$ cat config.mk
export PLATFORM = sky130hd
export DESIGN_NAME = drd_front
export DESIGN_NICKNAME = d
export VERILOG_FILES = /design/src/design/drd_pkg.sv /design/src/design/drd_front.sv
export SDC_FILE = /design/constraint.sdc
export NUM_CORES = 1
export LEC_CHECK = 0
export BUFFER_PORTS_ARGS = -buffer_cell sky130_fd_sc_hd__buf_2
export CELL_PAD_IN_SITES_DETAIL_PLACEMENT = 1
export CELL_PAD_IN_SITES_GLOBAL_PLACEMENT = 2
export CORE_AREA = 2 2 117 175
export DETAILED_ROUTE_END_ITERATION = 16
export DIE_AREA = 0 0 119 177
export PLACE_DENSITY = 0.8
export SKIP_CTS_REPAIR_TIMING = 1
export SLEW_MARGIN = 30
export SYNTH_ARGS = -nofsm -noshare
export SYNTH_HDL_FRONTEND = slang
export SYNTH_SLANG_ARGS = --single-unit
export TNS_END_PERCENT = 20
$ cat constraint.sdc
create_clock -name clk -period 5.38 [get_ports clk]
set_clock_uncertainty 0.2 [all_clocks]
set_input_delay 0.269 -clock clk [delete_from_list [all_inputs] [get_ports clk]]
set_output_delay 0.269 -clock clk [all_outputs]
set_load 0.05 [all_outputs]
$ cat src/design/drd_pkg.sv
package drd_pkg;

  localparam int VALUE_W    = 24;
  localparam int SCORE_W    = 13;
  localparam int CLASS_W    = 7;
  localparam int COL_W      = 8;
  localparam int SCALE_W    = 16;
  localparam int THR_W      = 13;
  localparam int PROD_W     = VALUE_W + SCALE_W;
  localparam int NUM_W      = PROD_W + 2;
  localparam int SIZE_W     = 20;
  localparam int EDGE_W     = 21;
  localparam int SIZE_SHIFT = 20;
  localparam int EDGE_SHIFT = 21;
  localparam int Q12_SHIFT  = 12;

  localparam int BOX_COLS        = 4;
  localparam int OBJ_COL         = 4;
  localparam int FIRST_CLASS_COL = 5;
  localparam logic [SCORE_W-1:0] ONE_Q12 = 13'd4096;

  localparam int QUEUE_DEPTH = 4;
  localparam int QPTR_W      = $clog2(QUEUE_DEPTH);

  localparam int CFG_IDX_W  = 2;
  localparam int CFG_DATA_W = 16;
  localparam logic [CFG_IDX_W-1:0] CFG_CONF_THRESHOLD = 2'd0;
  localparam logic [CFG_IDX_W-1:0] CFG_X_SCALE        = 2'd1;
  localparam logic [CFG_IDX_W-1:0] CFG_Y_SCALE        = 2'd2;

  localparam logic [THR_W-1:0]   THR_RESET   = 13'd1024;
  localparam logic [SCALE_W-1:0] SCALE_RESET = 16'd256;

  localparam int IN_TDATA_W  = 24;
  localparam int OUT_FIELD_W = CLASS_W + SCORE_W + 2 * EDGE_W + 2 * SIZE_W;
  localparam int OUT_TDATA_W = ((OUT_FIELD_W + 7) / 8) * 8;

  typedef struct packed {
    logic [CLASS_W-1:0] best_class;
    logic [SCORE_W-1:0] best_score;
    logic [SCORE_W-1:0] objectness;
    logic [VALUE_W-1:0] cx;
    logic [VALUE_W-1:0] cy;
    logic [VALUE_W-1:0] w;
    logic [VALUE_W-1:0] h;
  } row_rec_t;

  typedef struct packed {
    logic full;
    logic empty;
  } q_status_t;

  typedef struct packed {
    logic [THR_W-1:0]   conf_threshold;
    logic [SCALE_W-1:0] x_scale;
    logic [SCALE_W-1:0] y_scale;
  } cfg_t;

  function automatic logic [SCORE_W-1:0] clamp_one(input logic [VALUE_W-1:0] v);
    logic [SCORE_W-1:0] r;
    if (v > VALUE_W'(ONE_Q12)) begin
      r = ONE_Q12;
    end else begin
      r = v[SCORE_W-1:0];
    end
    return r;
  endfunction

endpackage

$ cat src/design/drd_front.sv
module drd_front #(
  parameter int MAX_CLASSES = 128
) (
  input  logic                          clk,
  input  logic                          rst,
  input  logic                          s_tvalid,
  output logic                          s_tready,
  input  logic [drd_pkg::VALUE_W-1:0]   value,
  input  logic                          last_in_row,
  input  drd_pkg::q_status_t            q_status,
  output logic                          push,
  output drd_pkg::row_rec_t             push_rec
);

  localparam int ClassEnd = MAX_CLASSES + drd_pkg::FIRST_CLASS_COL;

  logic [drd_pkg::COL_W-1:0]   column_count;
  logic [drd_pkg::VALUE_W-1:0] box_values [drd_pkg::BOX_COLS];
  logic [drd_pkg::SCORE_W-1:0] objectness;
  logic [drd_pkg::SCORE_W-1:0] best_score;
  logic [drd_pkg::CLASS_W-1:0] best_class;

  logic [drd_pkg::VALUE_W-1:0] box_next [drd_pkg::BOX_COLS];
  logic [drd_pkg::SCORE_W-1:0] objectness_next;
  logic [drd_pkg::SCORE_W-1:0] best_score_next;
  logic [drd_pkg::CLASS_W-1:0] best_class_next;
  logic [drd_pkg::SCORE_W-1:0] score;
  logic                        accept;

  assign s_tready = !q_status.full;
  assign accept   = s_tvalid && s_tready;
  assign score    = drd_pkg::clamp_one(value);

  always_comb begin
    box_next        = box_values;
    objectness_next = objectness;
    best_score_next = best_score;
    best_class_next = best_class;
    if (column_count < drd_pkg::COL_W'(drd_pkg::BOX_COLS)) begin
      box_next[column_count[1:0]] = value;
    end else if (column_count == drd_pkg::COL_W'(drd_pkg::OBJ_COL)) begin
      objectness_next = score;
    end else if ({1'b0, column_count} < (drd_pkg::COL_W + 1)'(ClassEnd) &&
                 score > best_score) begin
      best_score_next = score;
      best_class_next = drd_pkg::CLASS_W'(column_count -
                                          drd_pkg::COL_W'(drd_pkg::FIRST_CLASS_COL));
    end
  end

  assign push                = accept && last_in_row;
  assign push_rec.best_class = best_class_next;
  assign push_rec.best_score = best_score_next;
  assign push_rec.objectness = objectness_next;
  assign push_rec.cx         = box_next[0];
  assign push_rec.cy         = box_next[1];
  assign push_rec.w          = box_next[2];
  assign push_rec.h          = box_next[3];

  always_ff @(posedge clk) begin
    if (accept) begin
      box_values <= box_next;
    end
  end

  always_ff @(posedge clk) begin
    if (rst) begin
      column_count <= '0;
      objectness   <= '0;
      best_score   <= '0;
      best_class   <= '0;
    end else if (accept) begin
      if (last_in_row) begin
        column_count <= '0;
        objectness   <= '0;
        best_score   <= '0;
        best_class   <= '0;
      end else begin
        if (column_count != '1) begin
          column_count <= column_count + 1'b1;
        end
        objectness <= objectness_next;
        best_score <= best_score_next;
        best_class <= best_class_next;
      end
    end
  end

endmodule

== Yosys cells after proc, flatten, opt, wreduce, memory -nomap -nowiden ==
Index checks and enable logic that the tools add are counted.

* Bits of input ports: 30
* Flip-flop bits (word level): 137
* Word-level logic and storage cells: 44
* Output and inout port bits: 131

* Multiplexer cells: 18
* $lt $le $gt $ge: 6
* Add/subtract/negate cells: 2
* Reduce and logical (&&, ||, !) cells: 7
* Equality and inequality tests: 2
* Bitwise gates (word level): 1

{| class="wikitable"
|+ Operator list
! kind !! count
|-
| two-way mux 13 bit || 8
|-
| bitwise mux 96 bit || 1
|-
| two-way mux 96 bit || 1
|-
| demux 24 bit (select 2 bit) || 1
|-
| two-way mux 7 bit || 4
|-
| greater-than comparator 24 x 13 -> 1 bit (second input constant) || 1
|-
| two-way mux 24 bit || 1
|-
| two-way mux 8 bit || 2
|-
| greater-than comparator 13 bit || 1
|-
| adder 8 x 1 -> 8 bit (second input constant) || 1
|-
| equality test 8 x 3 -> 1 bit (second input constant) || 1
|-
| less-than comparator 8 x 3 -> 1 bit (second input constant) || 1
|-
| less-than comparator 8 bit (second input constant) || 1
|-
| != test 8 bit (second input constant) || 1
|-
| subtractor 7 x 3 -> 7 bit (second input constant) || 1
|-
| logical AND 1 bit || 4
|-
| greater-or-equal comparator 3 bit (second input constant) || 1
|-
| less-than comparator 3 x 1 -> 1 bit (second input constant) || 1
|-
| NOT 2 -> 3 bit || 1
|-
| AND reduction 2 bit || 1
|-
| nonzero test 2 bit || 1
|-
| logical NOT 1 bit || 1
|}

== Depth between registers and ports, before layout ==
* Depth after elaboration: 8
* Depth in mapped cells: 17

== Worst setup path before layout ==
No wires, ideal clock.

* Kind: input-to-output
* From: in value[22] (netlist name)
* To: out push_rec[126] (netlist name)
* Path slack: 395 ps
* Required time: 4911 ps
* Arrival: 4516 ps
* Stages: 14
* Path buffers: 2
* Cell sequence: or4_4 or4_4 nor2_1 clkbuf_1 nand2_1 inv_1 ha_1 nand4_1 a21oi_1 or4b_4 a31oi_4 o21ai_2 clkbuf_1 o21ai_0

{| class="wikitable"
|+ RTL lines
! element !! line !! text
|-
| from (decl) || drd_front.sv:8 || <nowiki>input logic [drd_pkg::VALUE_W-1:0] value,</nowiki>
|-
| to (decl) || drd_front.sv:12 || <nowiki>output drd_pkg::row_rec_t push_rec</nowiki>
|}

==> metrics.md <==
| Metric | Value |
|---|---|
| # DRC | 0 |
| Min-Delay Path Class | in -> reg |
| Synth cell types | 44 |
| Skew-Pair Late Insertion Delay | 0.43 ns |
| Final setup fails | 0 |
| Final cycle utilization of the critical path | 0.9256 |
| Area leader, netlist | edfxtp_1 |
| 1st-iter DRT viols | 235 |
| Max_slew headroom | 0.3983 |
| N_diodes | 0 |
| Setup crit start kind | primary input |
| Worst endpoint required time | 4.91 ns |
| Reg clk slew, reported paths | 0.06 ns |
| First-pass GRT wire length | 28,880 µm |
| Switching share of power | 0.2658 |
| Avg Synthesized Cell Area | 12.06 µm² |
| Setup TNS | 0 ns |
| Worst Path Arrival | 4.51 ns |
| Kind of critical path | in -> out |
| H-tree Lvls | 4 |
| Row cnt | 63 |
| NumNets Final | 757 |
| Routed WL | 18,500 µm |
| Initial Util | 0.3416 |
| Via/cell ratio | 5.063 |
| Top cell type's share of synthesized area | 0.4299 |
| Clock power frac | 0.414 |
| Finished Cell Area | 8289 µm² |
| PD cells | 309.1 nW/µm² |
| Number of synthesized flops with an enable pin | 96 |
| Num CTS Buffers | 17 |
| Post-Syn Area | 6705 µm² |
| DIE HEIGHT | 177 µm |
| Share of cells above drive strength 1 | 0.4234 |
| Vias in the first global route | 5,308 |
| Die Width | 119 µm |
| Initial antenna violation count | 0 |
| Syn-to-layout area delta | 23.62% |
| Pin count of the biggest net entering global routing | 67 |
| Grt ovf | 0 |
| Leakage power | 3.201 nW |
| GRT Util Overall | 0.1796 |
| Net Count, Synth | 601 |
| Worst IR drop on VDD | 0.2653 mV |
| Gpl congestion | 0.7452 |
| Final Max Tran Viols | 0 |
| Fin crit period | 4.980 ns |
| ANT nets after route | 0 |
| Via count | 4,987 |
| CP max FO | 33 |
| RSZ-0062 raised after global routing | no |
| Syn Inst Count | 556 |
| DR pass1 iterations | 5 |
| WL/cell | 18.78 µm |
| Status | complete, no violations |
| Main synth FF type | edfxtp_1 |
| Clk buf depth | 2 |
| Part of the power in registers | 0.459 |
| Post-Place Cell Area | 7756 µm² |
| Sequential-to-total area share from yosys stat | 0.5523 |
| Synthesis-stage register bit count | 137 |
| Max Cap Violations | 0 |
| Worst-Margin Slew | 0.9004 ns |
| Worst setup EP type | output port |
| CTS tree | yes |
| Port Buffers | 159 |
| Fraction of registers with async set/reset | 0 |
| Core Box Area | 19,630 µm² |
| Internal Power | 1.881 mW |
| Synth area leaders | edfxtp_1, mux2_2, dfxtp_1 |
| P_sw | 0.6810 mW |
| Die area | 21,060 µm² |
| Clk root buf | clkbuf_16 |
| Comb pwr share | 0.127 |
| Final Hold Fails | 0 |
| Max Fclk | 0.2008 GHz |
| Synth warn | 0 |
| IO Count | 161 |
| Total chip power | 2.562 mW |
| DP HPWL | 13,370 µm |
| Clk sinks | 137 |
-- synth_stat cells, types with 2 or more instances --
cell	instances
nor2_1	27
dfxtp_1	41
nand4_1	3
edfxtp_1	96
a31oi_1	4
or3_1	7
or4_4	2
clkbuf_1	25
a22oi_1	13
nand2b_1	18
or2_2	3
ha_1	15
xnor2_1	7
o211ai_1	2
o32ai_2	7
inv_1	34
a21oi_1	11
nand2_1	55
xor2_1	3
o32ai_1	11
mux2_2	95
buf_6	3
nor4_1	8
nor3_1	6
nand3_1	4
a21o_1	2
mux2i_1	2
o21ai_0	36
-- power by group through the flow --
stage	clock network [mW]	registers [mW]	logic [mW]
finish	1.06	1.18	0.326
global route	1.12	1.18	0.343
CTS	1.09	1.18	0.331
detailed placement	0	1.20	0.329
global placement	0	1.19	0.323
floorplan	0	1.20	0.239
-- critical path, stage by stage --
cell	delay (ns)
buf_2	0.13
or4_4	0.57
or4_4	0.53
nor2_1	0.38
nand2_1	0.25
inv_1	0.10
ha_1	0.15
nand4_1	0.19
nor3_1	0.25
mux2i_1	0.13
or3_1	0.47
o21ai_2	0.15
buf_4	0.36
mux2_2	0.37
buf_2	0.21
-- worst paths after layout --
| check | start | to | slack [ns] | cells after the start |
|---|---|---|---|---|
| min | value[15] | box_values[87] | 0.02 | 2 |
| max | value[22] | push_rec[125] | 0.40 | 15 |
| min reg2reg | best_score[3] | best_score[3] | 0.26 | 2 |
| max reg2reg | column_count[0] | best_score[5] | 2.23 | 9 |
-- metrics by stage --
| step | worst slack [ns] | util | hold slack [ns] | cells |
|---|---|---|---|---|
| final | 0.4002 | 0.4223 | 0.01653 | 985 |
| after floorplan | 0.3951 | - | 0.2363 | 556 |
| after global routing | 0.09307 | 0.4223 | 0.02456 | 985 |
| after global placement | 0.4412 | 0.3948 | 0.2455 | 953 |
| after detailed placement | 0.3708 | 0.3952 | 0.2543 | 953 |
| after CTS | 0.3408 | 0.4219 | -0.002382 | 985 |
-- sequential cells by signal, summed over array words and instances (netlist names) --
register	cells
best_score	13
best_class	7
objectness	13
box_values	96
column_count	8
-- area by class of cell --
class / instances / area [µm²]
clock buffer: 29 / 510.5
tap: 260 / 325.3
inverter: 34 / 130.1
sequential: 137 / 3704
timing repair buffer: 166 / 850.8
fill: 2147 / 11340
clock inverter: 3 / 15.01
multi-input combinational: 356 / 2754
-- placed cells by master, fill, tap and decap left out, types with 11 or more instances in the layout --
| cell | synthesis | layout |
|---|---|---|
| buf_2 | 0 | 158 |
| edfxtp_1 | 96 | 96 |
| mux2_2 | 95 | 95 |
| nand2_1 | 55 | 55 |
| dfxtp_1 | 41 | 41 |
| o21ai_0 | 36 | 36 |
| inv_1 | 34 | 33 |
| nor2_1 | 27 | 27 |
| nand2b_1 | 18 | 18 |
| clkbuf_16 | 0 | 17 |
| ha_1 | 15 | 15 |
| a22oi_1 | 13 | 13 |
| a21oi_1 | 11 | 11 |
| o32ai_1 | 11 | 11 |
-- metal layers --
| layer | part of all wire | track usage | wire length, µm |
|---|---|---|---|
| met5 | 0 | 0 | 0 |
| met4 | 0.022 | 0.07837 | 411 |
| met3 | 0.038 | 0.03898 | 707 |
| met2 | 0.55 | 0.3331 | 10190 |
| met1 | 0.39 | 0.1948 | 7189 |
-- cell families (layout without fill, tap and decap cells) --
| kind of cell | count (synthesis) | in the layout | share of synthesized area |
|---|---|---|---|
| AO/OA/AOI/OAI | 93 | 93 | 0.1008 |
| multiplexers | 97 | 97 | 0.1625 |
| adder cells (fa/ha/maj) | 15 | 15 | 0.02799 |
| flip-flops | 137 | 137 | 0.5523 |
| buffers and inverters | 63 | 232 | 0.03863 |
| AND/OR/NAND/NOR | 141 | 141 | 0.1047 |
| XOR/XNOR | 10 | 10 | 0.01306 |
No activity file was read; power rests on OpenSTA's default activity.
