### src/design/drd_pkg.sv
package drd_pkg;

  localparam int VALUE_W    = 24;
  localparam int SCORE_W    = 13;
  localparam int CLASS_W    = 7;
  localparam int COL_W      = 8;
  localparam int SCALE_W    = 16;
  localparam int THR_W      = 13;
  localparam int PROD_W     = VALUE_W + SCALE_W;
  localparam int NUM_W      = PROD_W + 2;
  localparam int SIZE_W     = 20;
  localparam int EDGE_W     = 21;
  localparam int SIZE_SHIFT = 20;
  localparam int EDGE_SHIFT = 21;
  localparam int Q12_SHIFT  = 12;

  localparam int BOX_COLS        = 4;
  localparam int OBJ_COL         = 4;
  localparam int FIRST_CLASS_COL = 5;
  localparam logic [SCORE_W-1:0] ONE_Q12 = 13'd4096;

  localparam int QUEUE_DEPTH = 4;
  localparam int QPTR_W      = $clog2(QUEUE_DEPTH);

  localparam int CFG_IDX_W  = 2;
  localparam int CFG_DATA_W = 16;
  localparam logic [CFG_IDX_W-1:0] CFG_CONF_THRESHOLD = 2'd0;
  localparam logic [CFG_IDX_W-1:0] CFG_X_SCALE        = 2'd1;
  localparam logic [CFG_IDX_W-1:0] CFG_Y_SCALE        = 2'd2;

  localparam logic [THR_W-1:0]   THR_RESET   = 13'd1024;
  localparam logic [SCALE_W-1:0] SCALE_RESET = 16'd256;

  localparam int IN_TDATA_W  = 24;
  localparam int OUT_FIELD_W = CLASS_W + SCORE_W + 2 * EDGE_W + 2 * SIZE_W;
  localparam int OUT_TDATA_W = ((OUT_FIELD_W + 7) / 8) * 8;

  typedef struct packed {
    logic [CLASS_W-1:0] best_class;
    logic [SCORE_W-1:0] best_score;
    logic [SCORE_W-1:0] objectness;
    logic [VALUE_W-1:0] cx;
    logic [VALUE_W-1:0] cy;
    logic [VALUE_W-1:0] w;
    logic [VALUE_W-1:0] h;
  } row_rec_t;

  typedef struct packed {
    logic full;
    logic empty;
  } q_status_t;

  typedef struct packed {
    logic [THR_W-1:0]   conf_threshold;
    logic [SCALE_W-1:0] x_scale;
    logic [SCALE_W-1:0] y_scale;
  } cfg_t;

  function automatic logic [SCORE_W-1:0] clamp_one(input logic [VALUE_W-1:0] v);
    logic [SCORE_W-1:0] r;
    if (v > VALUE_W'(ONE_Q12)) begin
      r = ONE_Q12;
    end else begin
      r = v[SCORE_W-1:0];
    end
    return r;
  endfunction

endpackage

### src/design/drd_back.sv
module drd_back (
  input  logic                              clk,
  input  logic                              rst,
  input  drd_pkg::cfg_t                     cfg,
  input  drd_pkg::q_status_t                q_status,
  input  drd_pkg::row_rec_t                 head_rec,
  output logic                              pop,
  output logic                              m_tvalid,
  input  logic                              m_tready,
  output logic [drd_pkg::CLASS_W-1:0]       class_id,
  output logic [drd_pkg::SCORE_W-1:0]       confidence,
  output logic signed [drd_pkg::EDGE_W-1:0] box_left,
  output logic signed [drd_pkg::EDGE_W-1:0] box_top,
  output logic [drd_pkg::SIZE_W-1:0]        box_width,
  output logic [drd_pkg::SIZE_W-1:0]        box_height
);

  localparam int PW = drd_pkg::PROD_W;
  localparam int NW = drd_pkg::NUM_W;
  localparam int CW = 2 * drd_pkg::SCORE_W;

  logic en;

  // stage 1: products
  logic                        s1_valid;
  logic [CW-1:0]               s1_conf_prod;
  logic [PW-1:0]               s1_cx_prod;
  logic [PW-1:0]               s1_w_prod;
  logic [PW-1:0]               s1_cy_prod;
  logic [PW-1:0]               s1_h_prod;
  logic [drd_pkg::CLASS_W-1:0] s1_class;
  logic [drd_pkg::SCORE_W-1:0] s1_obj;

  // stage 2: differences, threshold decision
  logic                        s2_valid;
  logic                        s2_emit;
  logic [drd_pkg::SCORE_W-1:0] s2_conf;
  logic signed [NW-1:0]        s2_num_x;
  logic signed [NW-1:0]        s2_num_y;
  logic [drd_pkg::SIZE_W-1:0]  s2_w_pix;
  logic [drd_pkg::SIZE_W-1:0]  s2_h_pix;
  logic [drd_pkg::CLASS_W-1:0] s2_class;

  logic [drd_pkg::SCORE_W-1:0] conf_c;
  logic signed [NW-1:0]        num_x_c;
  logic signed [NW-1:0]        num_y_c;
  logic signed [NW-1:0]        sum_x_c;
  logic signed [NW-1:0]        sum_y_c;
  logic signed [NW-1:0]        bias;

  assign en   = !m_tvalid || m_tready;
  assign pop  = en && !q_status.empty;
  assign bias = NW'((64'd1 << drd_pkg::EDGE_SHIFT) - 64'd1);

  assign conf_c  = s1_conf_prod[drd_pkg::Q12_SHIFT +: drd_pkg::SCORE_W];
  assign num_x_c = $signed({1'b0, s1_cx_prod, 1'b0}) - $signed({2'b00, s1_w_prod});
  assign num_y_c = $signed({1'b0, s1_cy_prod, 1'b0}) - $signed({2'b00, s1_h_prod});
  // bias negative values so the arithmetic shift truncates toward zero
  assign sum_x_c = s2_num_x + (s2_num_x[NW-1] ? bias : '0);
  assign sum_y_c = s2_num_y + (s2_num_y[NW-1] ? bias : '0);

  always_ff @(posedge clk) begin
    if (rst) begin
      s1_valid <= 1'b0;
      s2_valid <= 1'b0;
      m_tvalid <= 1'b0;
    end else if (en) begin
      s1_valid <= !q_status.empty;
      s2_valid <= s1_valid;
      m_tvalid <= s2_valid && s2_emit;
    end
  end

  always_ff @(posedge clk) begin
    if (en) begin
      s1_conf_prod <= CW'(head_rec.objectness) * CW'(head_rec.best_score);
      s1_cx_prod   <= PW'(head_rec.cx) * PW'(cfg.x_scale);
      s1_w_prod    <= PW'(head_rec.w) * PW'(cfg.x_scale);
      s1_cy_prod   <= PW'(head_rec.cy) * PW'(cfg.y_scale);
      s1_h_prod    <= PW'(head_rec.h) * PW'(cfg.y_scale);
      s1_class     <= head_rec.best_class;
      s1_obj       <= head_rec.objectness;

      s2_emit  <= (s1_obj >= cfg.conf_threshold) && (conf_c >= cfg.conf_threshold);
      s2_conf  <= conf_c;
      s2_num_x <= num_x_c;
      s2_num_y <= num_y_c;
      s2_w_pix <= s1_w_prod[drd_pkg::SIZE_SHIFT +: drd_pkg::SIZE_W];
      s2_h_pix <= s1_h_prod[drd_pkg::SIZE_SHIFT +: drd_pkg::SIZE_W];
      s2_class <= s1_class;

      class_id   <= s2_class;
      confidence <= s2_conf;
      box_left   <= sum_x_c[drd_pkg::EDGE_SHIFT +: drd_pkg::EDGE_W];
      box_top    <= sum_y_c[drd_pkg::EDGE_SHIFT +: drd_pkg::EDGE_W];
      box_width  <= s2_w_pix;
      box_height <= s2_h_pix;
    end
  end

endmodule

### config.mk
export PLATFORM = sky130hd
export DESIGN_NAME = drd_back
export DESIGN_NICKNAME = d
export VERILOG_FILES = /design/src/design/drd_pkg.sv /design/src/design/drd_back.sv
export SDC_FILE = /design/constraint.sdc
export NUM_CORES = 2
export LEC_CHECK = 0
export BUFFER_PORTS_ARGS = -buffer_cell sky130_fd_sc_hd__buf_2
export CORE_MARGIN = 2
export CORE_UTILIZATION = 29
export CTS_CLUSTER_SIZE = 40
export DETAILED_ROUTE_END_ITERATION = 12
export HOLD_SLACK_MARGIN = 0.08
export PLACE_DENSITY = 0.46
export SYNTH_ARGS = -nofsm -noshare
export SYNTH_HDL_FRONTEND = slang
export SYNTH_SLANG_ARGS = --single-unit
export TNS_END_PERCENT = 50
### constraint.sdc
create_clock -name clk -period 9.75 [get_ports clk]
set_clock_uncertainty 0.05 [all_clocks]
set_input_delay 0 -clock clk [delete_from_list [all_inputs] [get_ports clk]]
set_output_delay 0 -clock clk [all_outputs]
set_load 0.02 [all_outputs]
== After elaboration in Yosys (flattened, before gate mapping) ==
Cells that the tools add are included.

* Bits of input ports: 179
* Bits in registers: 455
* Output and inout port bits: 104
* Word-level logic and storage cells: 42

* Muxes and demuxes: 2
* Reduce and logical (&&, ||, !) cells: 6
* Order comparisons: 2
* Add/subtract/negate cells: 4
* Multiply operators: 5

{| class="wikitable"
|+ Operators with widths
! operator !! count
|-
| $mul A24 B16 Y40 || 4
|-
| $add A42 B21 Y42 || 2
|-
| $sub A41 B40 Y42 || 2
|-
| $mux W21 || 2
|-
| $ge A13 B13 Y1 || 2
|-
| $mul A13 B13 Y25 || 1
|-
| $logic_and A1 B1 Y1 || 3
|-
| $logic_not A1 Y1 || 2
|-
| $logic_or A1 B1 Y1 || 1
|}

== Depth between registers and ports, before layout ==
* Depth after elaboration: 3
* Mapped depth: 27
* Mapped depth without buffers: 25

== Worst setup path before layout ==
OpenSTA, ideal clock, no wires.

* Path type: register to register
* From: reg m_tvalid
* To: reg box_height[0] (netlist bit) (enable)
* Buffers on the path: 0
* Stages on the path, launching flop included: 3
* Data arrival time: 9076 ps
* Slack: -167 ps
* Required time: 8909 ps
* Clock period less this slack: 9917 ps
* Library setup time: 791 ps
* Path through: dfxtp_1 > nor2b_1 > inv_1

* Word-level cells in the longest chain between the ends: 2

{| class="wikitable"
|+ RTL lines
! what !! line !! text
|-
| from (decl) || drd_back.sv:8 || <nowiki>output logic m_tvalid,</nowiki>
|-
| from (signal assigned) || drd_back.sv:70 || <nowiki>m_tvalid <= s2_valid && s2_emit;</nowiki>
|-
| $logic_not A1 Y1 || drd_back.sv:51 || <nowiki>assign en = !m_tvalid || m_tready;</nowiki>
|-
| $logic_or A1 B1 Y1 || drd_back.sv:51 ||
|-
| to (signal assigned) || drd_back.sv:97 || <nowiki>box_height <= s2_h_pix;</nowiki>
|-
| to (decl) || drd_back.sv:15 || <nowiki>output logic [drd_pkg::SIZE_W-1:0] box_height</nowiki>
|}

Every way passes these cells.
A chain may end at the register's enable or synchronous reset.

== Worst setup path in the final report ==
* From: in cfg[2] (netlist bit)
* To: reg s1_cy_prod[38] (data pin)

* Word-level cells in the longest chain between the ends: 1

{| class="wikitable"
|+ RTL lines
! what !! line !! text
|-
| from (decl) || drd_back.sv:4 || <nowiki>input drd_pkg::cfg_t cfg,</nowiki>
|-
| $mul A24 B16 Y40 || drd_back.sv:79 || <nowiki>s1_cy_prod <= PW'(head_rec.cy) * PW'(cfg.y_scale);</nowiki>
|-
| to (signal assigned) || drd_back.sv:79 ||
|-
| to (decl) || drd_back.sv:29 || <nowiki>logic [PW-1:0] s1_cy_prod;</nowiki>
|}

Every way passes these cells.

==> flow_summary.ini <==
[status]
status = finished, final reports clean

[critical_path]
r2r_cells = 12
crit_arrival_ns = 7.41
cp-startpoint = cfg[2]
slowest_stage = buf_2
endpoint_kind = flip-flop
cp.depth = 22
slowest_delay_ns = 0.87
cp.required_ns = 10.13
path_buf_inv = 3
path_max_fanout = 48
cpLargestDelayFamily = adder cells
criticalPathCategory = in -> reg
start_kind = input port
crit_chain = buf_2, nand2_1, fa_1, fa_1, fa_1, fa_1, inv_1, fa_1, fa_1, ha_1, nand3_1, nor4_1, o211ai_1, a311oi_1, a211oi_1, o31ai_1, buf_4, or2_1, a21oi_1, o21a_1, o21ai_1, xor2_1
critPathMostFrequentCell = fa_1
rr_startpoint = s2_num_x[41]

[die]
dieArea_mm2 = 0.257
core_area_mm2 = 0.251
die_y_um = 507
die_w_um = 507
rows = 184
io-pin-count = 283
initial_core_util = 0.292

[sta]
hold_violations = 0
tightest_slew_ns = 1.22
fin_crit_sh = 0.721
slew_viol_final = 0
relSlewSlack = 0.188
fin_setup_tns_ns = 0
setup_viol = 0
timing.fmax_mhz = 142
rsz0062_at_grt = false
layout_min_cycle_time_ns = 7.03
holdWs_ns = 0.126

[clocking]
insertion_delay_ns = 0.70
path_clk_slew_ns = 0.06
clock_sinks = 443
cts_hold_buf = 50
postCtsSetupRepairBufs = 0
cts_buffer_depth = 3
clock-root-buffer = clkbuf_16
cts_tree = yes
cts_resized = 0
cts.htree.levels = 2
cts_buffers = 58

[synthesis]
synthCells = 7563
syn_area_mm2 = 0.0733
yosys_register_bits = 443
synth_async_sr_flop_share = 0
synth_area_leaders = fa_1 (37%), edfxtp_1 (18%), ha_1 (11%)
synth_top_flop_cell = edfxtp_1
synth_edf_count = 440
syn_nets = 9743
yosysTopAreaCellShare = 0.367
synth_common_cells = inv_1 (1,627), fa_1 (1,345), nand2_1 (1,115), and2_1 (719), ha_1 (656)
synth.distinct_cells = 78
syn_area_per_cell_um2 = 9.69
yosys_warnings = 0
yosysMostFrequentCell = inv_1
synth-seq-area-share = 0.181
synth_area_leader_cell = fa_1

[final_layout]
nets = 9873
instances_no_fill = 11096
fill_cells = 26194
areaGrowthSynthToFinish_pct = 9.73
layout-drive-gt1-share = 0.0571

[global_routing]
grt_pass1_vias = 55931
grt_pass1_wl_um = 317000
grt-ovfl-total = 0
antenna_found_initial = 44
track_usage = 0.157
grt_max_degree = 127

[detailed_routing]
firstDrtPassIters = 5
vias_per_cell = 4.56
drt_iter0_drc = 2442
dr_total_vias = 50636
post_drt_wl_per_cell_um = 18.0
routed_wirelength_um = 199000
drcViolationCount = 0
final_antenna_net_count = 0

[placement]
dp_cells = 10931
gp_congestion = 0.888
hpwlAfterDp_um = 155000
portBuffers = 281

[hold_path]
hp-start = head_rec[50]
holdPathStages = 4
hold_class = in -> reg

[job]
maxCapViolCount = 0
[layout make-up]
cell class | instances | area (um2) | area share
multi-input combinational | 5189 | 52800 | 0.656
sequential | 443 | 13300 | 0.165
inverter | 1629 | 6120 | 0.0761
tap | 3348 | 4190 | 0.0521
timing repair buffer | 372 | 2240 | 0.0278
clock buffer | 69 | 1490 | 0.0186
clock inverter | 39 | 327 | 0.00406
antenna | 7 | 17.5 | 0.000218
[stage by stage]
step	utilization	setup WS, ns	instance area (um2)
after global routing	0.320	2.39	80400
after CTS	0.320	2.64	80400
after detailed placement	0.311	1.90	78100
after floorplan	-	1.83	73300
after global placement	0.311	1.93	78100
final	0.320	2.72	80400
[placed cells by master, fill, tap and decap left out, types with 50 or more instances in the layout]
cell              n
a21o_1          129
a21oi_1         218
and2_1          719
buf_2           281
clkbuf_16        58
dlygate4sd3_1    50
edfxtp_1        440
fa_1           1345
ha_1            656
inv_1          1626
nand2_1        1115
nand3_1          58
nor2_1          116
o21ai_0          77
xnor2_1         182
xor2_1           88
[tightest hold or removal path, stage by stage]
cell and delay [ns]:
buf_2 0.28, and2_1 0.19, ha_1 0.13, ha_1 0.13
[metal layers]
layer / part of all wire / up-vias / track usage
li1: - / 23436 / -
met1: 0.44 / 25795 / 0.203
met2: 0.49 / 1086 / 0.275
met3: 0.051 / 279 / 0.0234
met4: 0.023 / 40 / 0.0384
met5: 0.0012 / - / 0
[state kept, by name, indices dropped and copies added, names as in the netlist, 13 cells and up]
signal,flops
box_height,20
box_left,21
box_top,21
box_width,20
confidence,13
s1_conf_prod,13
s1_cx_prod,40
s1_cy_prod,40
s1_h_prod,40
s1_obj,13
s1_w_prod,40
s2_conf,13
s2_h_pix,20
s2_num_x,42
s2_num_y,42
s2_w_pix,20
[worst paths after layout]
check / end / slack, ns
worst min register to register: box_height[18] / 0.37
worst max register to register: box_left[20] / 5.30
worst min-delay path: s1_cy_prod[2] / 0.13
worst max-delay path: s1_cy_prod[38] / 2.72
[kinds of logic (layout without fill, tap and decap cells)]
logic type / Yosys count / count (layout) / synth area share
adders and majority gates: 2001 / 2001 / 0.479
buffers and inverters: 1931 / 2109 / 0.0989
and+or+nand+nor: 2228 / 2228 / 0.147
other: 0 / 7 / 0
DFF: 443 / 443 / 0.181
AOI/OAI and AO/OA: 690 / 690 / 0.0612
xor gates and xnor gates: 270 / 270 / 0.0323
Power is not shown: default switching activity piles up to over one toggle a cycle in this logic, so the estimate is an artifact.
