[src/design/drd_pkg.sv]
package drd_pkg;

  localparam int VALUE_W    = 24;
  localparam int SCORE_W    = 13;
  localparam int CLASS_W    = 7;
  localparam int COL_W      = 8;
  localparam int SCALE_W    = 16;
  localparam int THR_W      = 13;
  localparam int PROD_W     = VALUE_W + SCALE_W;
  localparam int NUM_W      = PROD_W + 2;
  localparam int SIZE_W     = 20;
  localparam int EDGE_W     = 21;
  localparam int SIZE_SHIFT = 20;
  localparam int EDGE_SHIFT = 21;
  localparam int Q12_SHIFT  = 12;

  localparam int BOX_COLS        = 4;
  localparam int OBJ_COL         = 4;
  localparam int FIRST_CLASS_COL = 5;
  localparam logic [SCORE_W-1:0] ONE_Q12 = 13'd4096;

  localparam int QUEUE_DEPTH = 4;
  localparam int QPTR_W      = $clog2(QUEUE_DEPTH);

  localparam int CFG_IDX_W  = 2;
  localparam int CFG_DATA_W = 16;
  localparam logic [CFG_IDX_W-1:0] CFG_CONF_THRESHOLD = 2'd0;
  localparam logic [CFG_IDX_W-1:0] CFG_X_SCALE        = 2'd1;
  localparam logic [CFG_IDX_W-1:0] CFG_Y_SCALE        = 2'd2;

  localparam logic [THR_W-1:0]   THR_RESET   = 13'd1024;
  localparam logic [SCALE_W-1:0] SCALE_RESET = 16'd256;

  localparam int IN_TDATA_W  = 24;
  localparam int OUT_FIELD_W = CLASS_W + SCORE_W + 2 * EDGE_W + 2 * SIZE_W;
  localparam int OUT_TDATA_W = ((OUT_FIELD_W + 7) / 8) * 8;

  typedef struct packed {
    logic [CLASS_W-1:0] best_class;
    logic [SCORE_W-1:0] best_score;
    logic [SCORE_W-1:0] objectness;
    logic [VALUE_W-1:0] cx;
    logic [VALUE_W-1:0] cy;
    logic [VALUE_W-1:0] w;
    logic [VALUE_W-1:0] h;
  } row_rec_t;

  typedef struct packed {
    logic full;
    logic empty;
  } q_status_t;

  typedef struct packed {
    logic [THR_W-1:0]   conf_threshold;
    logic [SCALE_W-1:0] x_scale;
    logic [SCALE_W-1:0] y_scale;
  } cfg_t;

  function automatic logic [SCORE_W-1:0] clamp_one(input logic [VALUE_W-1:0] v);
    logic [SCORE_W-1:0] r;
    if (v > VALUE_W'(ONE_Q12)) begin
      r = ONE_Q12;
    end else begin
      r = v[SCORE_W-1:0];
    end
    return r;
  endfunction

endpackage

[src/design/drd_queue.sv]
module drd_queue (
  input  logic               clk,
  input  logic               rst,
  input  logic               push,
  input  drd_pkg::row_rec_t  push_rec,
  input  logic               pop,
  output drd_pkg::row_rec_t  head_rec,
  output drd_pkg::q_status_t status
);

  drd_pkg::row_rec_t            entries [drd_pkg::QUEUE_DEPTH];
  logic [drd_pkg::QPTR_W-1:0]   wr_ptr;
  logic [drd_pkg::QPTR_W-1:0]   rd_ptr;
  logic [drd_pkg::QPTR_W:0]     count;

  assign status.full  = (count == (drd_pkg::QPTR_W + 1)'(drd_pkg::QUEUE_DEPTH));
  assign status.empty = (count == '0);
  assign head_rec     = entries[rd_ptr];

  always_ff @(posedge clk) begin
    if (push) begin
      entries[wr_ptr] <= push_rec;
    end
  end

  always_ff @(posedge clk) begin
    if (rst) begin
      wr_ptr <= '0;
      rd_ptr <= '0;
      count  <= '0;
    end else begin
      if (push) begin
        wr_ptr <= wr_ptr + 1'b1;
      end
      if (pop) begin
        rd_ptr <= rd_ptr + 1'b1;
      end
      if (push && !pop) begin
        count <= count + 1'b1;
      end else if (pop && !push) begin
        count <= count - 1'b1;
      end
    end
  end

endmodule

[config.mk]
export PLATFORM = sky130hd
export DESIGN_NAME = drd_queue
export DESIGN_NICKNAME = d
export VERILOG_FILES = /design/src/design/drd_pkg.sv /design/src/design/drd_queue.sv
export SDC_FILE = /design/constraint.sdc
export NUM_CORES = 1
export LEC_CHECK = 0
export BUFFER_PORTS_ARGS = -buffer_cell sky130_fd_sc_hd__buf_4
export CORE_MARGIN = 2
export CORE_UTILIZATION = 50
export DETAILED_ROUTE_END_ITERATION = 16
export GPL_TIMING_DRIVEN = 0
export PLACE_DENSITY_LB_ADDON = 0.08
export SYNTH_ARGS = -nofsm -noshare
export SYNTH_HDL_FRONTEND = slang
export SYNTH_SLANG_ARGS = --single-unit
[constraint.sdc]
create_clock -name clk -period 4 [get_ports clk]
set_input_delay 0.4 -clock clk [delete_from_list [all_inputs] [get_ports clk]]
set_output_delay 0.4 -clock clk [all_outputs]
set_load 0.1 [all_outputs]
**Yosys cells after proc, flatten, opt, wreduce, memory -nomap -nowiden**

Memories as Yosys holds them, arrays and structs flattened. A register that Yosys moved wholly into a read port is not among the register bits.
Index checks and enable logic that the tools add are counted.

- Reduce and logical (&&, ||, !) cells: 6
- Eq/ne operators: 1
- Add/subtract/negate cells: 4
- Muxes and demuxes: 6

Operators with widths:

| cell | number |
|---|---|
| 3-bit 2-to-1 mux | 2 |
| 2-bit by 1-bit adder with 2-bit output, second input constant | 2 |
| 2-bit 2-to-1 mux | 2 |
| 3-bit by 1-bit adder with 3-bit output, second input constant | 1 |
| 3-bit equality test, second input constant | 1 |
| 3-bit zero test | 1 |
| 3-bit by 1-bit subtractor with 3-bit output, second input constant | 1 |
| 1-bit logical AND | 2 |
| 1-bit zero test | 2 |
| 1-bit 2-to-1 mux | 2 |
| 2-bit nonzero test | 1 |

- Word-level logic and storage cells: 21
- Bits in writable memories: 516
- Bits in registers: 7
- Input port bits: 133
- Output and inout port bits: 131
- Memories kept: 1

Memories:

| name | words | bits a word | rd ports | clocked after Yosys merged registers in | wr ports | RTL line | RTL |
|---|---|---|---|---|---|---|---|
| entries | 4 | 129 | 1 | 1 | 1 | drd_queue.sv:11 | `drd_pkg::row_rec_t entries [drd_pkg::QUEUE_DEPTH];` |

**Logic depth before layout (Yosys ltp)**

Gate-level depths: netlist (run 1).

- Depth after elaboration: 4
- Depth in mapped cells: 7
- Gate-level depth less buffers: 7

**Worst setup path after synthesis (run 1)**

OpenSTA, ideal clock, no wires.

- Kind: register to register
- From: register wr_ptr[0] (netlist bit)
- To: memory entries[0][0] (netlist bit) (enable)
- Setup slack: -6 ps
- Library setup time: 503 ps
- Data required time: 3497 ps
- Cell stages (with the launch flop): 4
- Arrival time: 3503 ps
- Path through: dfxtp_1 -> inv_1 -> ha_1 -> and2_1

RTL lines:

| item | RTL line | RTL |
|---|---|---|
| start: declaration | drd_queue.sv:12 | `logic [drd_pkg::QPTR_W-1:0] wr_ptr;` |
| start signal: assignment | drd_queue.sv:33 | `wr_ptr <= wr_ptr + 1'b1;` |
| end: declaration | drd_queue.sv:11 |  |

No word-level cell before the write port.

==> metrics.md, run 1 <==
| Metric | Value |
|---|---|
| Internal | `roughly 9.7 mW` |
| RSZ-0062 raised after global routing | `no` |
| Top_reg_cell synth | `edfxtp_1` |
| Period minus WS final | `about 2.8 ns` |
| Fin area | `~24,000 um^2` |
| Cell area after synthesis | `about 19,000 um^2` |
| Critical path arrival | `roughly 2.4 ns` |
| Switch share | `between 20 and 30%` |
| Net count, final | `approximately 1,300` |
| Clock sinks | `about 530` |
| Min-Delay Path Class | `in2reg` |
| Starting density of the core | `roughly 51%` |
| Tcrit/Tclk final | `a little over two thirds` |
| Relative slew slack | `between 40% and 50%` |
| Share of the synthesized area in the top cell type | `between 80% and 90%` |
| Combinational Power Share | `20.8%` |
| Fill count | `roughly 2,500` |
| Largest area contributor in the netlist | `edfxtp_1` |
| Routed length per instance | `21.5 um` |
| Top-Level Pins | `around 260` |
| Die H | `~200 um` |
| P_leak | `roughly 8.3 nW` |
| Worst r2r src | `wr_ptr[0]` |
| Crit end category | `output port` |
| Clock share of power | `32.8%` |
| TritonCTS clock tree | `built` |
| Hold-critical path depth | `1` |
| # H-tree levels | `2` |
| Worst skew pair latency | `between 0.5 and 0.6 ns` |
| Slew Viols, Final | `0` |
| Largest net degree at the start of global routing | `58` |
| Max VDD drop | `~0.42 mV` |
| Power share of the sequential group | `a little under half` |
| Status | `complete, no violations` |
| Post-synth EDFFs | `a little over 500` |
| FP Rows | `71` |
| Clock Tree Buf Depth | `3` |
| Routed vias/inst | `5.22` |
| WS Path Type | `reg2out` |
| Placed Area | `21,900 um^2` |
| Reg2reg path depth | `4` |
| First-pass GRT wire length | `54,700 um` |
| Min-delay src | `push_rec[121]` |
| Global Route Usage Sum | `about a fifth` |
| Maxcap violations | `0` |
| P&R area growth vs syn | `28.3%` |
| PD cells | `562 nW/um^2` |
| WP data required | `3.60 ns` |
| DRT Wirelength | `between 30,000 and 40,000 um` |
| Most common cell in the netlist | `edfxtp_1` |
| Fin util | `between 60% and 70%` |
| Number of register bits inferred by synthesis | `about 530` |
| Drt drc | `0` |
| Post-CTS Setup Inserts | `0` |
| DR vias | `slightly below 9,000` |
| Fmax | `roughly 0.36 GHz` |
| Sw power | `roughly 4 mW` |
| Netlist cell types | `21` |
| Post-Route Skew | `0.0129 ns` |
| Critical Path Fanout Max | `10` |
| Synth Warn # | `0` |
| DPL Wire Length | `~22,000 um` |
| Async set-reset flop share out of synthesis | `0%` |
| Vias in the first global route | `around 9,500` |
| Layout cell share with drive strength beyond 1 | `a little over two fifths` |
| Worst setup SP type | `flop` |
| DIE AREA | `39,700 um^2` |
| Worst-margin pin slew | `0.840 ns` |
| Worst reg2reg setup slack | `between 1.5 and 2 ns` |
| Commonest cells post-synth | `edfxtp_1, mux4_2, buf_6` |
| Placeable Area | `about 38,000 um^2` |
| Grt total ovfl | `0` |
| Clk root buf | `clkbuf_16` |
| R2r endpoint | `entries[3][94]` |
| Synthesized area per cell | `26.6 um^2` |
| Post-Synthesis Cells | `717` |
| Top post-synthesis cells by area | `edfxtp_1, mux4_2, dfxtp_1` |
| Detail Route Antenna Nets | `0` |
| Pre-Repair DR Iteration Count | `4` |
| Final Setup Violations | `0` |
| Initial antenna violation count | `2` |
| TritonCTS Buffers | `51` |
| Sequential share of the synthesized area | `slightly above 80%` |
| PortBufs | `262` |
| Drt initial violations | `353` |
| Mapped Nets | `856` |
| Final hold vios | `0` |
| Placer Congestion | `between 0.6 and 0.7` |
| Die W | `roughly 200 um` |
| Clock transition at path regs | `0.06 ns` |
| Hold endpoint | `entries[0][121]` |
-- critical path, stage by stage (launching register included) --
cell and delay, ns:
dfxtp_1 0.34, buf_4 0.26, clkbuf_1 0.52, mux4_2 0.43, buf_4 0.25
-- cell usage in the layout, fill, tap and decap left out, types with 7 or more instances in the layout --
cell           count
clkinv_1          16
clkbuf_1          17
dfxtp_1            9
mux4_2           129
edfxtp_1         516
buf_6             13
clkbuf_16         53
clkinv_2          10
buf_2              8
nor2_1             7
buf_4            264
dlygate4sd3_1     99
-- sequential cells by signal, indices dropped and copies added, names as in the netlist, named ones only --
register and cells:
entries 516, wr_ptr 2, rd_ptr 2, count 3
-- how the worst max path moves through the flow --
stage | start | to | cells after the start
3_3_place_gp | push | entries[1][36] | 2
3_5_place_dp | push | entries[3][94] | 4
4_1_cts | flop | head_rec[60] | 4
6_report | flop | head_rec[78] | 4
5_1_grt | flop | head_rec[78] | 4
2_1_floorplan | wr_ptr[0] | entries[1][0] | 2
-- through the flow --
stage	setup slack (ns)	std cells	setup TNS, ns	total power, mW	hold WS [ns]
4_1_cts	1.15	1690	0	13.9	0.000103
6_report	1.22	1692	0	13.7	0.0332
3_5_place_dp	1.70	1498	0	9.31	0.503
2_1_floorplan	0.0135	717	0	8.63	0.466
5_1_grt	1.09	1692	0	14.2	0.00762
3_3_place_gp	-2.52	1490	-628.14	9.30	0.491
-- kinds of logic (layout without fill, tap and decap cells) --
family	Yosys count	after routing	share of synthesized area (%)
XOR/XNOR	5	5	0.230
flip-flops	525	525	82.3
buffers and inverters	33	495	1.25
adder cells (fa/ha/maj)	6	6	0.434
other	0	2	0
multiplexers	131	131	15.4
AND/OR/NAND/NOR	15	15	0.388
AO/OA/AOI/OAI	2	2	0.0525
-- power groups by stage --
| stage | clock (mW) | combinational, mW | sequential (mW) |
|---|---|---|---|
| floorplan | 0 | 2.13 | 6.50 |
| global placement | 0 | 2.77 | 6.53 |
| detailed placement | 0 | 2.81 | 6.50 |
| CTS | 4.62 | 2.90 | 6.38 |
| global route | 4.82 | 2.97 | 6.40 |
| finish | 4.50 | 2.86 | 6.38 |
-- layer usage --
| metal | vias up | wire length (um) | global-route usage, % |
|---|---|---|---|
| met5 | - | 0 | 0 |
| met2 | 232 | 18100 | 30.8 |
| met4 | 0 | 790 | 6.41 |
| met1 | 4615 | 15100 | 24.5 |
| met3 | 44 | 2330 | 4.88 |
| li1 | 3943 | - | - |
-- layout make-up --
class                      instances  area [um^2]  area share (%)
clock inverter                    29          200           0.819
sequential                       525        15700            64.2
antenna                            2         5.00          0.0205
tap                              511          639            2.62
timing repair buffer             369         3160            12.9
inverter                           4         15.0          0.0614
multi-input combinational        159         3150            12.9
buffer                            29          224           0.917
clock buffer                      64         1370            5.60
-- timing repair --
item                                   CTS  global route
resized for setup                        0             0
hold buffers                            99             0
endpoints found under the hold margin  370             0
No activity file was read; power rests on OpenSTA's default activity.
==> run 2: changes to the inputs <==
Clock period 4 ns to 2.6 ns, I/O delays scaled along.
==> run 2 against run 1 <==
First-iteration DRC count rose by 4.0%. Critical path depth unchanged. Combinational power up 56%. Via count increased by 1.1%. Sequential share of layout area down 0.81 points.
==> metrics.md, run 2 (synthesis gave the netlist of run 1 again) <==
| Metric | Value |
|---|---|
| Top-Level Pins | `264 (unchanged)` |
| Most frequent cells in the layout | `edfxtp_1, buf_4, dlygate4sd3_1, mux4_2, clkbuf_16` |
| Largest net degree at the start of global routing | `57 (-1.7%)` |
| Starting density of the core | `50.7% (unchanged)` |
| Die W | `199 um (unchanged)` |
| Final Setup Violations | `0 (unchanged)` |
| Detail Route Antenna Nets | `0 (unchanged)` |
| Grt total ovfl | `0 (unchanged)` |
| Relative slew slack | `42.8% (-1.2 points)` |
| Clock Tree Buf Depth | `3 (unchanged)` |
| Placeable Area | `37,600 um^2 (unchanged)` |
| Clock sinks | `525 (unchanged)` |
| Routed vias/inst | `5.18 (-0.73%)` |
| Fin Setup TNS | `0 ns (unchanged)` |
| Post-CTS Setup Inserts | `0 (unchanged)` |
| Routed length per instance | `21.6 um (+0.78%)` |
| Global Route Usage Sum | `19.0% (+0.30 points)` |
| Final WS setup | `0.0842 ns (-1.13 ns)` |
| Post-Route Skew | `0.0153 ns (+0.00234 ns)` |
| Design Power | `21.1 mW (+54%)` |
| Max VDD drop | `0.684 mV (+64%)` |
| P&R area growth vs syn | `29.9%` |
| Worst slack at placement | `0.464 ns (-1.23 ns)` |
| Commonest non-fill, non-tap cell in the layout | `edfxtp_1` |
| Vias in the first global route | `9,570 (+0.87%)` |
| Clock transition at path regs | `0.06 ns (about the same)` |
| Clk root buf | `clkbuf_16` |
| First-pass GRT wire length | `55,700 um (+1.9%)` |
| TritonCTS Buffers | `52 (+2.0%)` |
| Die H | `199 um (unchanged)` |
| RSZ-0062 raised after global routing | `yes` |
| Worst skew pair latency | `0.57 ns (about the same)` |
| FP Rows | `71 (unchanged)` |
| Net count, final | `1,311 (+2.6%)` |
| Placer Congestion | `0.686 (+1.8%)` |
| Top register by number of flip-flops | `entries` |
| Layout cell share with drive strength beyond 1 | `40.7% (-0.99 points)` |
| DIE AREA | `39,700 um^2 (unchanged)` |
| Worst setup SP type | `flop` |
| Top flop regs | `entries (516), count (3)` |
| DR vias | `8,930 (+1.1%)` |
| Drt initial violations | `367 (+4.0%)` |
| Period minus WS final | `2.52 ns` |
| Worst-margin pin slew | `0.858 ns (+0.0174 ns)` |
| Slew Viols, Final | `0 (unchanged)` |
| Initial antenna violation count | `2 (unchanged)` |
| Pre-Repair DR Iteration Count | `4 (unchanged)` |
| Critical path arrival | `2.26 ns (-0.12 ns)` |
| DRT Wirelength | `37,300 um (+2.6%)` |
| Fmax | `roughly 0.40 GHz` |
| TritonCTS clock tree | `built` |
| PD cells | `853 nW/um^2 (+52%)` |
| Status | `complete, no violations` |
| Min-Delay Path Class | `in2reg` |
| Critical Path Fanout Max | `10 (unchanged)` |
| Final hold vios | `0 (unchanged)` |
| Tcrit/Tclk final | `about 97%` |
| Drt drc | `0 (unchanged)` |
| WS Path Type | `reg2out` |
| Maxcap violations | `0 (unchanged)` |
| Fin area | `24,700 um^2 (+1.3%)` |
| Crit end category | `output port` |
| PortBufs | `262 (unchanged)` |
| DPL Wire Length | `22,200 um (+0.13%)` |
| Fin util | `65.9% (+0.84 points)` |
| # H-tree levels | `2 (unchanged)` |
| WP data required | `2.34 ns (-1.26 ns)` |
| Max FFs per register | `516 (unchanged)` |
| P_leak | `8.45 nW (+1.5%)` |
| Placed Area | `21,900 um^2 (about the same)` |
==> run 2: critical path, cell delays in order (launching register included) <==
cell     delay [ns]
dfxtp_1        0.42
buf_8          0.24
buf_6          0.22
mux4_2         0.54
buf_4          0.25
==> run 2: worst paths after layout <==
| check | start | endpoint | slack [ns] | cells after the start |
|---|---|---|---|---|
| worst max-delay path | flop | head_rec[53] | 0.08 | 4 |
| worst min-delay path | rst | wr_ptr[1] | 0.03 | 2 |
| worst max register to register | wr_ptr[0] | entries[0][37] | 0.57 | 4 |
| worst min register to register | count[2] | count[2] | 0.53 | 2 |
==> run 2: cell type report <==
| type | instances | area [um^2] |
|---|---|---|
| Inverter | 4 | 15.0 |
| Tap cell | 511 | 639 |
| Fill cell | 2514 | 12800 |
| Buffer | 29 | 233 |
| Timing Repair Buffer | 401 | 3490 |
| Clock buffer | 69 | 1390 |
| Sequential cell | 525 | 15700 |
| Multi-Input combinational cell | 159 | 3160 |
| Antenna cell | 2 | 5.00 |
| Clock inverter | 23 | 149 |
==> run 2: power breakdown <==
group          switching [mW]  internal (mW)  leakage [nW]  total [mW]
Combinational            3.24           1.22          2.89        4.46
Sequential             0.0892           9.73          4.81        9.81
Clock                    2.93           3.91         0.744        6.85
==> run 2: per-layer routing <==
metal  track usage [%]  up-vias  wire length, um
met2              31.3      220            18700
met5                 0        -                0
met4              5.33        0              739
li1                  -     4013                -
met1              24.7     4642            15300
met3              5.92       55             2540
==> run 2: metrics by stage <==
stage / hold WS, ns / cells
after detailed placement: 0.462 / 1498
after global placement: 0.461 / 1490
after global routing: 0.0376 / 1723
final: 0.0293 / 1723
after CTS: 0.000775 / 1721
after floorplan: 0.359 / 717
==> run 2: repair_timing <==
item	in CTS	in global routing
hold buffers	131	0
hold endpoints to repair	520	0
resized for setup	5	0
endpoints found under the setup margin	41	9
gates cloned	0	0
==> run 3: changes to the inputs <==
Clock period 2.6 ns to 2.4 ns, I/O delays scaled along.
==> run 3 against run 2 <==
Count of clock-buffer cells in the layout is 7 lower. Worst setup slack got worse by 0.028 ns. Global-route usage is 0.098 points lower. Worst hold slack gained 0.36 ns. Highest routed layer unchanged. Largest cell class unchanged. Register-to-register slack got worse by 0.10 ns. Non-clock buffer count increased by 2. Flip-flop and latch count did not move. Sequential share of layout area decreased by 1.4 points. Largest power group unchanged.
==> metrics.md, run 3 (synthesis gave the netlist of run 1 again) <==
| Metric | Value |
|---|---|
| Status | `complete, no violations` |
| Maxcap violations | `0 (unchanged)` |
| Largest net degree at the start of global routing | `58 (+1.8%)` |
| WP data required | `2.16 ns (-0.18 ns)` |
| First-pass GRT wire length | `55,200 um (-0.89%)` |
| Drt initial violations | `383 (+4.4%)` |
| Worst-margin pin slew | `0.751 ns (-0.107 ns)` |
| Top-Level Pins | `264 (unchanged)` |
| Placer Congestion | `0.684 (-0.28%)` |
| Clock Tree Buf Depth | `3 (unchanged)` |
| Crit end category | `output port` |
| Fin Setup TNS | `0 ns (unchanged)` |
| Initial antenna violation count | `1 (-1)` |
| # H-tree levels | `2 (unchanged)` |
| Die W | `199 um (unchanged)` |
| Layout cell share with drive strength beyond 1 | `41.4% (+0.70 points)` |
| P_leak | `8.66 nW (+2.5%)` |
| Placeable Area | `37,600 um^2 (unchanged)` |
| DIE AREA | `39,700 um^2 (unchanged)` |
| Commonest non-fill, non-tap cell in the layout | `edfxtp_1` |
| Dpl cells | `1,498 (unchanged)` |
| Critical path, cell by cell | `clkbuf_16 -> buf_12 -> mux4_2 -> buf_8` |
| Max VDD drop | `0.705 mV (+3.1%)` |
| P&R area growth vs syn | `32.9%` |
| Grt total ovfl | `0 (unchanged)` |
| Slowest-stage cell, CP | `mux4_2` |
| Reg2reg path depth | `3 (-1)` |
| Detail Route Antenna Nets | `0 (unchanged)` |
| Critical Path Fanout Max | `10 (unchanged)` |
| Routed length per instance | `21.3 um (-1.5%)` |
| Relative slew slack | `49.9% (+7.1 points)` |
| RSZ-0062 raised after global routing | `yes` |
| CP peak stage delay | `0.53 ns (about the same)` |
| Clock transition at path regs | `0.06 ns (about the same)` |
| Min-Delay Path Class | `in2reg` |
| Top flop regs | `entries (516), count (3)` |
| PD cells | `920 nW/um^2 (+7.8%)` |
| Global Route Usage Sum | `18.9% (-0.098 points)` |
| Crit path buffers/inverters | `3 (unchanged)` |
| Pre-Repair DR Iteration Count | `4 (unchanged)` |
| Post-Route Skew | `0.00821 ns (-0.00706 ns)` |
| DRT Wirelength | `36,800 um (-1.2%)` |
| Top register by number of flip-flops | `entries` |
| DR vias | `8,941 (+0.12%)` |
| Worst slack at placement | `0.304 ns (-0.160 ns)` |
| WS Path Type | `reg2out` |
| Die H | `199 um (unchanged)` |
| Hold-critical path depth | `2 (unchanged)` |
| Post-route insts no fill | `1,728 (+0.29%)` |
| Drt drc | `0 (unchanged)` |
| Critical path depth | `4 (unchanged)` |
| Family with the most delay on the worst path | `buffers and inverters` |
| TritonCTS Buffers | `51 (-1.9%)` |
| Worst setup SP type | `flop` |
| FP Rows | `71 (unchanged)` |
| Final WS setup | `0.0562 ns (-0.0280 ns)` |
| PortBufs | `262 (unchanged)` |
| Critical path arrival | `2.10 ns (-0.16 ns)` |
| Final hold vios | `0 (unchanged)` |
| Worst r2r src | `wr_ptr[0]` |
| Routed vias/inst | `5.17 (-0.17%)` |
| Final Setup Violations | `0 (unchanged)` |
| TritonCTS clock tree | `built` |
| Worst skew pair latency | `0.58 ns (about the same)` |
| Starting density of the core | `50.7% (unchanged)` |
| Clock sinks | `525 (unchanged)` |
| Tcrit/Tclk final | `a little over nine tenths` |
| Period minus WS final | `2.34 ns` |
| Fmax | `between 0.4 and 0.5 GHz` |
| Hold WS | `0.392 ns (+0.362 ns)` |
| Slew Viols, Final | `0 (unchanged)` |
| Vias in the first global route | `9,697 (+1.3%)` |
| Fin util | `67.4% (+1.5 points)` |
| Net count, final | `1,312 (+0.076%)` |
| Clk root buf | `clkbuf_16` |
| Min-delay src | `push_rec[42]` |
| DPL Wire Length | `21,600 um (-2.7%)` |
| Max FFs per register | `516 (unchanged)` |
| Most frequent cells in the layout | `edfxtp_1, buf_4, dlygate4sd3_1, mux4_2, buf_6` |
run 3: path summary, 6_finish.rpt:
path / slack [ns] / endpoint
hold / removal: 0.39 / entries[2][42]
hold reg to reg: 0.51 / count[2]
setup reg to reg: 0.47 / entries[1][24]
setup / recovery: 0.06 / head_rec[78]
run 3: power by group:
part           switching, mW  total [mW]  internal (mW)  leakage, nW
Clock                   3.22        7.56           4.33        0.782
Combinational           3.55        5.09           1.54         3.06
Sequential            0.0991        10.6           10.5         4.81
run 3: what timing repair did:
action                                 CTS  global route
buffers inserted                         0             0
hold buffers                           133             0
setup endpoints to repair              120           105
endpoints found under the hold margin  522             0
gates resized for setup                112            25
cloned                                   0             1
run 3: final cells by class:
class / instances / area, um^2
antenna: 1 / 2.50
buffer: 28 / 319
clock buffer: 62 / 1320
clock inverter: 34 / 263
fill: 2389 / 12300
inverter: 4 / 15.0
multi-input combinational: 159 / 3160
sequential: 525 / 15700
tap: 511 / 639
timing repair buffer: 404 / 3930
run 3: through the flow:
stage,cell area [um^2],power [mW]
floorplan,19100,14.4
global placement,21700,15.5
detailed placement,21900,15.5
CTS,25200,23.5
global route,25300,24.1
finish,25300,23.3
run 3: layer usage:
metal  vias to the layer above  track usage, %  wire length, um
li1                       4025               -                -
met1                      4638            24.5            15100
met2                       224            31.2            18300
met3                        54            5.62             2680
met4                         0            5.75              707
met5                         -               0                0
